## src/rtl/pwqm_pkg.sv

```systemverilog
// ----------------------------------------------------------------------------
// pwqm_pkg
// Shared types and codes for the priority work queue matcher.
// ----------------------------------------------------------------------------
package pwqm_pkg;

    localparam logic [2:0] FN_APPEND = 3'd0;
    localparam logic [2:0] FN_DELETE = 3'd1;
    localparam logic [2:0] FN_SEQ    = 3'd2;
    localparam logic [2:0] FN_BEST   = 3'd3;
    localparam logic [2:0] FN_PIN    = 3'd4;
    localparam logic [2:0] FN_FIRST  = 3'd5;
    localparam logic [2:0] FN_AVAIL  = 3'd6;
    localparam logic [2:0] FN_UNUSED = 3'd7;

    localparam logic [1:0] ST_OK    = 2'd0;
    localparam logic [1:0] ST_NONE  = 2'd1;
    localparam logic [1:0] ST_FULL  = 2'd2;
    localparam logic [1:0] ST_BADH  = 2'd3;

    localparam logic [31:0] SIGN_BIAS   = 32'h8000_0000;
    localparam logic [31:0] UNTGT_FLOOR = 32'h8000_0000 - 32'd999999999;

    // entry word layout: type, prio, seq, target, pin rank, pinned, age
    localparam int ENTRY_W = 8 + 32 + 31 + 17 + 17 + 1 + 32;

    typedef struct packed {
        logic [7:0]  wtype;
        logic [31:0] prio;
        logic [30:0] seq;
        logic [16:0] tgt;
        logic [16:0] prank;
        logic        pin;
        logic [31:0] age;
    } t_entry;

    typedef struct packed {
        logic [2:0]  func;
        logic [7:0]  wtype;
        logic [31:0] prio;
        logic [30:0] seq;
        logic [16:0] tgt;
        logic [16:0] prank;
        logic        pin;
        logic [5:0]  handle;
        logic [3:0][8:0] req;
    } t_req;

    // controller -> datapath
    typedef struct packed {
        logic load;     // latch request, clear scan state
        logic scan;     // a memory word arrives this cycle
        logic do_write; // perform append/delete write
    } t_cmd;

endpackage

```

## src/rtl/pwqm_ctrl.sv

```systemverilog
// ----------------------------------------------------------------------------
// pwqm_ctrl
// Sequencer: accepts a request, sweeps memory addresses, then presents result.
// ----------------------------------------------------------------------------
module pwqm_ctrl #(
    parameter int QUEUE_DEPTH = 64
) (
    input  logic                           i_clk,
    input  logic                           i_rst_n,
    input  logic                           i_valid,
    output logic                           o_stall,
    output logic                           o_valid,
    input  logic                           i_stall,
    output logic [$clog2(QUEUE_DEPTH)-1:0] o_raddr,
    output pwqm_pkg::t_cmd                 o_cmd
);
    import pwqm_pkg::*;

    localparam int AW = $clog2(QUEUE_DEPTH);

    typedef enum logic [2:0] {S_IDLE, S_SCAN, S_LAST, S_WR, S_OUT} t_state;

    t_state        r_state;
    logic [AW-1:0] r_addr;

    assign o_stall = (r_state != S_IDLE);
    assign o_valid = (r_state == S_OUT);
    assign o_raddr = r_addr;

    always_comb begin
        o_cmd.load     = (r_state == S_IDLE) && i_valid;
        o_cmd.scan     = (r_state == S_SCAN && r_addr != '0) || (r_state == S_LAST);
        // write once the sweep has settled the free slot
        o_cmd.do_write = (r_state == S_WR);
    end

    // data for address a arrives in the cycle after a is issued
    always_ff @(posedge i_clk) begin
        if (!i_rst_n) begin
            r_state <= S_IDLE;
            r_addr  <= '0;
        end else begin
            unique case (r_state)
                S_IDLE: begin
                    r_addr <= '0;
                    if (i_valid) begin
                        r_state <= S_SCAN;
                    end
                end
                S_SCAN: begin
                    if (r_addr == AW'(QUEUE_DEPTH - 1)) begin
                        r_state <= S_LAST;
                    end else begin
                        r_addr <= r_addr + 1'b1;
                    end
                end
                S_LAST: r_state <= S_WR;
                S_WR:   r_state <= S_OUT;
                S_OUT: begin
                    if (!i_stall) begin
                        r_state <= S_IDLE;
                    end
                end
                default: r_state <= S_IDLE;
            endcase
        end
    end
endmodule

```

## config.mk

```make
export PLATFORM = sky130hd
export DESIGN_NAME = pwqm_ctrl
export DESIGN_NICKNAME = d
export VERILOG_FILES = /design/src/rtl/pwqm_pkg.sv /design/src/rtl/pwqm_ctrl.sv
export SDC_FILE = /design/constraint.sdc
export NUM_CORES = 1
export LEC_CHECK = 0
export ABC_AREA = 1
export BUFFER_PORTS_ARGS = -buffer_cell sky130_fd_sc_hd__buf_2
export CAP_MARGIN = 5
export CORE_AREA = 8 8 45 47
export CTS_BUF_LIST = sky130_fd_sc_hd__clkbuf_4 sky130_fd_sc_hd__clkbuf_8 sky130_fd_sc_hd__clkbuf_16
export DETAILED_ROUTE_END_ITERATION = 10
export DIE_AREA = 0 0 53 55
export GPL_TIMING_DRIVEN = 0
export PLACE_DENSITY = 0.77
export RECOVER_POWER = 25
export SYNTH_ARGS = -nofsm -noshare
export SYNTH_HDL_FRONTEND = slang
export SYNTH_SLANG_ARGS = --single-unit
```

## constraint.sdc

```tcl
create_clock -name i_clk -period 1.16 [get_ports i_clk]
set_input_delay 0.116 -clock i_clk [delete_from_list [all_inputs] [get_ports i_clk]]
set_output_delay 0.116 -clock i_clk [all_outputs]
set_load 0.005 [all_outputs]
```

# --- Word level (Yosys, flattened, before mapping) ---
# Index checks and enable logic that the tools add are counted.
op_classes:
  shifts: 0
  n_eq_ne: 9
  n_reduce_logical: 9
  mux: 6
  bitwise_logic: 0
  n_mul: 0
  add_sub_neg: 1
  n_div: 0
  n_lt_le_gt_ge: 0
ops:
  columns: ["operator", "count"]
  rows:
  - ["$pmux W3 S5", 1]
  - ["$pmux W6 S2", 1]
  - ["$mux W3", 3]
  - ["$add A6 B1 Y6 const B", 1]
  - ["$eq A3 B2 Y1 const B", 2]
  - ["$eq A6 B6 Y1 const B", 1]
  - ["$mux W6", 1]
  - ["$ne A2 B2 Y1 const B", 3]
  - ["$reduce_bool A6 Y1", 1]
  - ["$eq A3 B1 Y1 const B", 1]
  - ["$eq A3 B3 Y1 const B", 1]
  - ["$logic_not A3 Y1", 1]
  - ["$reduce_and A3 Y1", 1]
  - ["$reduce_bool A3 Y1", 1]
  - ["$logic_and A1 B1 Y1", 2]
  - ["$ne A2 B1 Y1 const B", 1]
  - ["$reduce_and A2 Y1", 1]
  - ["$reduce_bool A2 Y1", 1]
  - ["$logic_or A1 B1 Y1", 1]
word_totals:
  mem_bits_ro: 0
  memories: 0
  word_cells: 27
  output_inout_bits: 11
  ramBits: 0
  regBits: 9
  latchBits: 0

# --- Depth between registers and ports, before layout ---
# Gate-level depths: netlist of run 1.
depth:
  ltp_word: 3
  mapped_depth: 8

# --- Least setup slack after synthesis of run 1 ---
# Ideal clock, no wire load.
synth_timing:
  path_type: "reg2reg"
  startpoint: "register r_addr[0], in the netlist o_raddr[0]"
  endpoint: "register r_addr[3], in the netlist o_raddr[3]"
  stages_incl_launch_ff: 8
  setup_time_ns: 0.066
  t_arrival_ns: 1.170
  path_slack_ns: -0.076
  period_less_slack_ns: 1.236
  path_cell_list: "dfxtp_1 ha_1 nand2_1 nor2_1 nand2_1 nand2_4 nand3_1 a21oi_2"
synth_between:
  elab_chain_len: 3
  elab_cells_between_ends: 6
  cone_classes: "1 x add/sub; 2 x eq/ne; 2 x mux; 1 x reduce/logical"
synth_rtl:
  columns: ["element", "line", "rtl"]
  rows:
  - ["from (decl)", "pwqm_ctrl.sv:24", "logic [AW-1:0] r_addr;"]
  - ["from (signal assigned)", "pwqm_ctrl.sv:54", "r_addr <= r_addr + 1'b1;"]
  - ["$add A6 B1 Y6 or $eq A6 B6 Y1 (tied branches)", "pwqm_ctrl.sv:54, pwqm_ctrl.sv:51", null]
  - ["$mux W6 or $ne A2 B2 Y1 (tied branches)", null, null]
  - ["$pmux W6 S2 or $reduce_and A2 Y1 (tied branches)", null, null]
# Parallel ways exist; a longest one is shown, timed or not. The select of a mux whose other input is x is not followed.
# A chain may end at the register's enable or synchronous reset.

==> PnR_summary.wiki, run 1 <==
{| class="wikitable"
! Metric !! Value
|-
| Initial standard-cell utilization of the core || 0.405
|-
| Largest cells by area after synthesis || dfxtp_1, nand2_1, nand3_1
|-
| YS warnings || 0
|-
| RSZ-0062 raised after global routing || yes
|-
| Count of standard-cell rows || 14
|-
| Horiz. Die Dim || around 53 µm
|-
| TritonCTS clock tree || yes
|-
| Dpl ws || -0.107 ns
|-
| Total power per unit cell area || roughly 1200 nW/µm²
|-
| DP Wirelength || approximately 1000 µm
|-
| Number of global-route vias before repair || between 600 and 700
|-
| CP peak stage delay || about 0.37 ns
|-
| Number of iterations in the first detailed-routing pass || 4
|-
| Number of vias per cell || about 5.4
|-
| Post-synth ARST share || 0
|-
| Placed Area || around 680 µm²
|-
| Clock skew || 0.000979 ns
|-
| Antenna violations before repair || 0
|-
| Gate family responsible for the most delay along the worst path || flip-flops
|-
| Worst Setup Start Kind || register
|-
| GRT Residual Overflow || 0
|-
| Number of remaining DRC errors || 0
|-
| Path category of the worst min-delay check || input port to register
|-
| Number of nets in the synthesized netlist || 90
|-
| Ordered list of cells on the worst path || inv_4 -> ha_4 -> nand2_4 -> nor3_4 -> o21ai_1 -> buf_2
|-
| Pin count of the biggest net entering global routing || 8
|-
| Hold slack || approximately 0.12 ns
|-
| Global-route wire length before repair || between 2000 and 3000 µm
|-
| Outcome || finished with violations
|-
| Cell with the largest stage delay on the worst path || dfxtp_4
|-
| Cells after Synth || 84
|-
| # H-tree levels || 1
|-
| Wire length reported by the detailed router || approximately 2000 µm
|-
| Share of post-route cells with drive strength above 1 || 0.598
|-
| Final clock period utilization by the worst path || 1.20
|-
| Layout overhead on the synthesized area || 68.3%
|-
| Clock input transition at the sequential cells of the worst setup and hold paths || approximately 0.06 ns
|-
| Violations in the final reports || setup timing
|-
| #FFs+latches synth || 9
|-
| Data arrival time at the worst-slack endpoint || ~1.3 ns
|-
| Most frequently used cell type in the post-synthesis netlist || nand2_1
|-
| Clock Tree Buf Depth || 2
|-
| Static Leakage || 0.444 nW
|-
| Max Freq || 0.716 GHz
|-
| Routed length on met1 || around 760 µm
|-
| DR WL met2 || just under 1000 µm
|-
| Total CTS buffers || 3
|-
| Maximum Capacitance Violations || 0
|-
| Seq/Total Area, Yosys || 0.321
|-
| Share of the synthesized area in the top cell type || 0.321
|-
| Slew at the pin with the worst max-slew slack || between 0.2 and 0.3 ns
|-
| Number of buffers and inverters on the critical path || 2
|-
| Leading area contributor after synthesis || dfxtp_1
|-
| Antenna Nets Post-Route || 0
|-
| Height of the chip || 55 µm
|-
| Hold buffer count at CTS || 0
|-
| Syn Std Cell Area || ~560 µm²
|-
| Routability-driven placement congestion ratio || around 0.80
|-
| Full die area || 2920 µm²
|-
| IO buf count || 14
|-
| Number of hold violations in the final report || 0
|-
| Overall power consumption || between 1 and 1.5 mW
|-
| Fin nets || about 120
|-
| Kind of capture point of the worst setup path || output port
|-
| Fin crit period || around 1.4 ns
|-
| Highest routed metal layer || met4
|-
| Post-synth EDFFs || 0
|-
| Worst slew margin relative to its limit || 0.825
|-
| # clock sinks || 9
|-
| Max-slew violation total from the final report || 0
|-
| Average routed wire per standard cell || approximately 15 µm
|-
| Post-Syn Area per Cell || 6.67 µm²
|-
| Ant. Diodes || 0
|-
| GRT Resource Usage Total || 0.125
|-
| Commonest cells in the netlist || nand2_1, inv_1, nand3_1, nor2_1, dfxtp_1
|-
| Area of all placed cells without fillers || approximately 940 µm²
|-
| Number of unique standard cell types used by synthesis || 19
|-
| Worst Path Required || approximately 1.0 ns
|-
| Startpoint-to-endpoint class of the critical path || register to output port
|-
| Routed wire length on met3 || 106 µm
|-
| Final setup violating endpoints || 11
|-
| Clock latency on the worst-skew pair || about 0.27 ns
|-
| Fin worst setup slack || -0.237 ns
|-
| Number of placed cells counting well taps || about 110
|-
| Dominant register cell in the synthesized netlist || dfxtp_1
|-
| Post-Layout Cell Count || 133
|-
| Peak fanout along the critical path || 5
|-
| Root buffer cell || clkbuf_4
|-
| I/O pin total || 15
|-
| Drt first-iter violations || 17
|-
| Std-Cell Core Area || 1380 µm²
|-
| Overall via count from detail_route || 717
|-
| Worst supply voltage drop on vdd || around 0.00087 V
|}
[stage by stage]
step	utilization	TNS, ns
global placement	0.488	-0.485
CTS	0.607	-1.38
floorplan	-	-0.00795
global route	0.682	-1.83
finish	0.682	-1.21
detailed placement	0.488	-0.747
[cells in the final DEF, fill, tap and decap left out, drive strengths merged]
cell type,n
a21oi,6
a22oi,1
buf,28
clkbuf,4
dfxtp,9
ha,2
inv,13
nand2,23
nand3,10
nand3b,1
nand4,2
nor2,10
nor3,3
o21ai,3
o21bai,1
or2,1
[cell type report]
cell class | instances | area, µm²
Clock buffer | 4 | 30.0
Fill cell | 108 | 440
Sequential cell | 9 | 198
Multi-Input combinational cell | 63 | 453
Timing Repair Buffer | 28 | 189
Tap cell | 16 | 20.0
Inverter | 13 | 53.8
[kinds of logic (layout without fill, tap and decap cells)]
family	after synthesis	after routing	synth area share
AOI/OAI and AO/OA	11	11	0.114
adders and majority gates	2	2	0.0446
buffers and inverters	13	45	0.0870
DFF	9	9	0.321
and+or+nand+nor	49	50	0.433
[power by group]
part / total [mW] / switching, mW / internal [mW] / leakage (nW)
Sequential: 0.382 / 0.0432 / 0.338 / 0.0778
Clock: 0.279 / 0.122 / 0.157 / 0.0184
Combinational: 0.475 / 0.241 / 0.235 / 0.347
Total: 1.14 / 0.406 / 0.730 / 0.444
[state kept, by name, indices dropped and copies added (netlist names)]
name,count
r_state,3
o_raddr,6
[repair_timing]
item	CTS	global route
cloned	1	0
resized for setup	20	20
endpoints found under the setup margin	13	13
pin swaps	10	13
setup buffers	9	5
[routing by layer]
metal	global-route usage	vias up
met5	0	-
met2	0.215	22
met4	0.125	0
met1	0.119	343
met3	0.0294	11
li1	-	341
[worst paths after layout]
path / from / endpoint / slack [ns] / cells after the start
setup / recovery: o_raddr[0] / o_cmd[1] / -0.24 / 6
hold / removal: i_rst_n / o_raddr[0] / 0.12 / 3
setup reg to reg: o_raddr[0] / o_raddr[1] / -0.15 / 9
hold reg to reg: o_raddr[2] / o_raddr[2] / 0.52 / 2
[tightest hold or removal path, delay by kind of cell]
| kind | cells | cell delay (ns) |
|---|---|---|
| buffers and inverters | 1 | 0.13 |
| AOI/OAI and AO/OA | 1 | 0.03 |
| and+or+nand+nor | 1 | 0.08 |
(Power assumes the default switching activity.)
==> run 2: changes to the inputs <==
SETUP_SLACK_MARGIN = 0.15   (was unset)
==> PnR_summary.wiki, run 2 (synthesis gave the netlist of run 1 again) <==
{| class="wikitable"
! Metric !! Value
|-
| Total power per unit cell area || 1150 nW/µm² (-4.6%)
|-
| Pin count of the biggest net entering global routing || 8 (unchanged)
|-
| Worst Setup Start Kind || register
|-
| Number of hold violations in the final report || 0 (unchanged)
|-
| Worst Path Required || 1.04 ns (about the same)
|-
| Drt first-iter violations || 13 (-4)
|-
| Hold path depth || 3 (unchanged)
|-
| Clock Tree Buf Depth || 2 (unchanged)
|-
| Leading cell type in the layout, fill and taps excluded || nand2_1
|-
| Kind of capture point of the worst setup path || output port
|-
| Fin nets || 122 (-1.6%)
|-
| Worst-case reg-to-reg path depth || 9 (unchanged)
|-
| Clock input transition at the sequential cells of the worst setup and hold paths || 0.06 ns (about the same)
|-
| Largest register FFs || 6 (unchanged)
|-
| Data arrival time at the worst-slack endpoint || 1.20 ns (-0.08 ns)
|-
| Number of vias per cell || 5.33 (-1.2%)
|-
| Horiz. Die Dim || 53 µm (unchanged)
|-
| Hold worst-path end || o_raddr[1]
|-
| Placed Area || 691 µm² (+2.2%)
|-
| Worst flop-to-flop path endpoint || o_raddr[0]
|-
| Fin crit period || 1.31 ns (-0.0831 ns)
|-
| Violations in the final reports || setup timing
|-
| Path category of the worst min-delay check || input port to register
|-
| Clock skew || 0.00168 ns (+0.000701 ns)
|-
| Worst supply voltage drop on vdd || 0.000678 V (-22%)
|-
| # H-tree levels || 1 (unchanged)
|-
| I/O pin total || 15 (unchanged)
|-
| Initial standard-cell utilization of the core || 0.405 (unchanged)
|-
| Area of all placed cells without fillers || 982 µm² (+4.1%)
|-
| Root buffer cell || clkbuf_4
|-
| Reg2Reg Launch Point || o_raddr[0]
|-
| Max Freq || 0.761 GHz (+6.3%)
|-
| Routed wire length on met3 || 103 µm (-2.8%)
|-
| IO buf count || 14 (unchanged)
|-
| Layout overhead on the synthesized area || 75.2%
|-
| Cell with the largest stage delay on the worst path || dfxtp_4
|-
| Clock latency on the worst-skew pair || 0.26 ns (about the same)
|-
| Highest routed metal layer || met4
|-
| Std-Cell Core Area || 1380 µm² (unchanged)
|-
| Ant. Diodes || 0 (unchanged)
|-
| Startpoint-to-endpoint class of the critical path || register to output port
|-
| Number of global-route vias before repair || 617 (-2.2%)
|-
| Fin worst setup slack || -0.154 ns (+0.0831 ns)
|-
| Outcome || finished with violations
|-
| Ordered list of cells on the worst path || inv_4 -> ha_4 -> nand2_4 -> nor3_4 -> o21ai_2 -> buf_2
|-
| Height of the chip || 55 µm (unchanged)
|-
| Routed length on met1 || 747 µm (-1.8%)
|-
| Slew at the pin with the worst max-slew slack || 0.270 ns (+0.0112 ns)
|-
| CP peak stage delay || 0.36 ns (about the same)
|-
| DR WL met2 || 926 µm (-6.8%)
|-
| Overall power consumption || 1.13 mW (-0.72%)
|-
| Total CTS buffers || 3 (unchanged)
|-
| Count of standard-cell rows || 14 (unchanged)
|-
| Routability-driven placement congestion ratio || 0.792 (-0.43%)
|-
| Number of remaining DRC errors || 0 (unchanged)
|-
| Static Leakage || 0.458 nW (+3.3%)
|-
| Dpl ws || -0.0794 ns (+0.0272 ns)
|-
| Register-to-register setup slack || -0.14 ns (about the same)
|-
| DP Wirelength || 1030 µm (+0.18%)
|-
| Most used cells in the layout excluding fill and tap cells || nand2_1, buf_2, inv_1, buf_4
|-
| Max-slew violation total from the final report || 0 (unchanged)
|-
| Gate family responsible for the most delay along the worst path || flip-flops
|-
| # clock sinks || 9 (unchanged)
|-
| TritonCTS clock tree || yes
|-
| Average routed wire per standard cell || 14.2 µm (-4.5%)
|-
| Antenna Nets Post-Route || 0 (unchanged)
|-
| GRT Residual Overflow || 0 (unchanged)
|-
| Post-Layout Cell Count || 131 (-1.5%)
|-
| Full die area || 2920 µm² (unchanged)
|-
| Number of iterations in the first detailed-routing pass || 4 (unchanged)
|-
| Maximum Capacitance Violations || 0 (unchanged)
|-
| Final setup violating endpoints || 11 (unchanged)
|-
| RSZ-0062 raised after global routing || yes
|-
| Wire length reported by the detailed router || 1860 µm (-6.0%)
|-
| Hold buffer count at CTS || 0 (unchanged)
|-
| Number of placed cells counting well taps || 114 (unchanged)
|-
| GRT Resource Usage Total || 0.128 (+0.00301)
|-
| HP Start || i_rst_n
|-
| Worst slew margin relative to its limit || 0.820 (-0.00585)
|-
| Number of buffers and inverters on the critical path || 2 (unchanged)
|-
| Overall via count from detail_route || 698 (-2.6%)
|-
| Peak fanout along the critical path || 2 (-3)
|-
| Global-route wire length before repair || 2790 µm (+6.0%)
|-
| Final clock period utilization by the worst path || 1.13 (-0.0716)
|-
| Antenna violations before repair || 0 (unchanged)
|-
| Share of post-route cells with drive strength above 1 || 0.617 (+0.0191)
|}
==> run 2: worst max path at each step <==
stage	cells after the start	slack, ns	endpoint	start
detailed placement	8	-0.08	o_raddr[3]	o_raddr[1]
finish	6	-0.15	o_cmd[1]	o_raddr[0]
floorplan	8	0.02	o_raddr[3]	o_raddr[1]
global placement	5	-0.08	o_raddr[1]	r_state[0]
CTS	6	-0.20	o_cmd[1]	o_raddr[0]
global route	6	-0.22	o_cmd[1]	o_raddr[0]
==> run 2: cell type report <==
type / count / area, µm²
sequential: 9 / 200
clock buffer: 4 / 30.0
timing repair buffer: 26 / 188
multi-input combinational: 63 / 485
fill: 101 / 402
inverter: 13 / 58.8
tap: 16 / 20.0
==> run 2: per-stage QoR <==
stage	hold WS (ns)	util	TNS, ns
after floorplan	0.229	-	0
after global placement	0.376	0.499	-0.330
after detailed placement	0.377	0.499	-0.510
after CTS	0.0980	0.605	-1.24
after global routing	0.127	0.710	-1.71
final	0.121	0.710	-0.997
==> run 2: worst min-delay path, cell delays in order <==
cell	delay, ns
buf_2	0.13
nand2_1	0.06
nor2_1	0.04
==> run 2: per-layer routing <==
layer	vias to the layer above	track usage
met5	-	0
met4	0	0.0905
met3	7	0.0214
met2	24	0.195
met1	328	0.160
li1	339	-
==> run 2: where the power goes <==
group | leakage [nW] | internal (mW) | switching [mW]
combinational | 0.362 | 0.232 | 0.252
clock | 0.0184 | 0.156 | 0.113
sequential | 0.0781 | 0.336 | 0.0377
==> run 2: repair_timing <==
action | in CTS | in global routing
endpoints found under the hold margin | 0 | 0
endpoints found under the setup margin | 14 | 17
gates cloned | 1 | 0
buffers inserted | 8 | 4
pin swaps | 8 | 16
resized for setup | 17 | 28
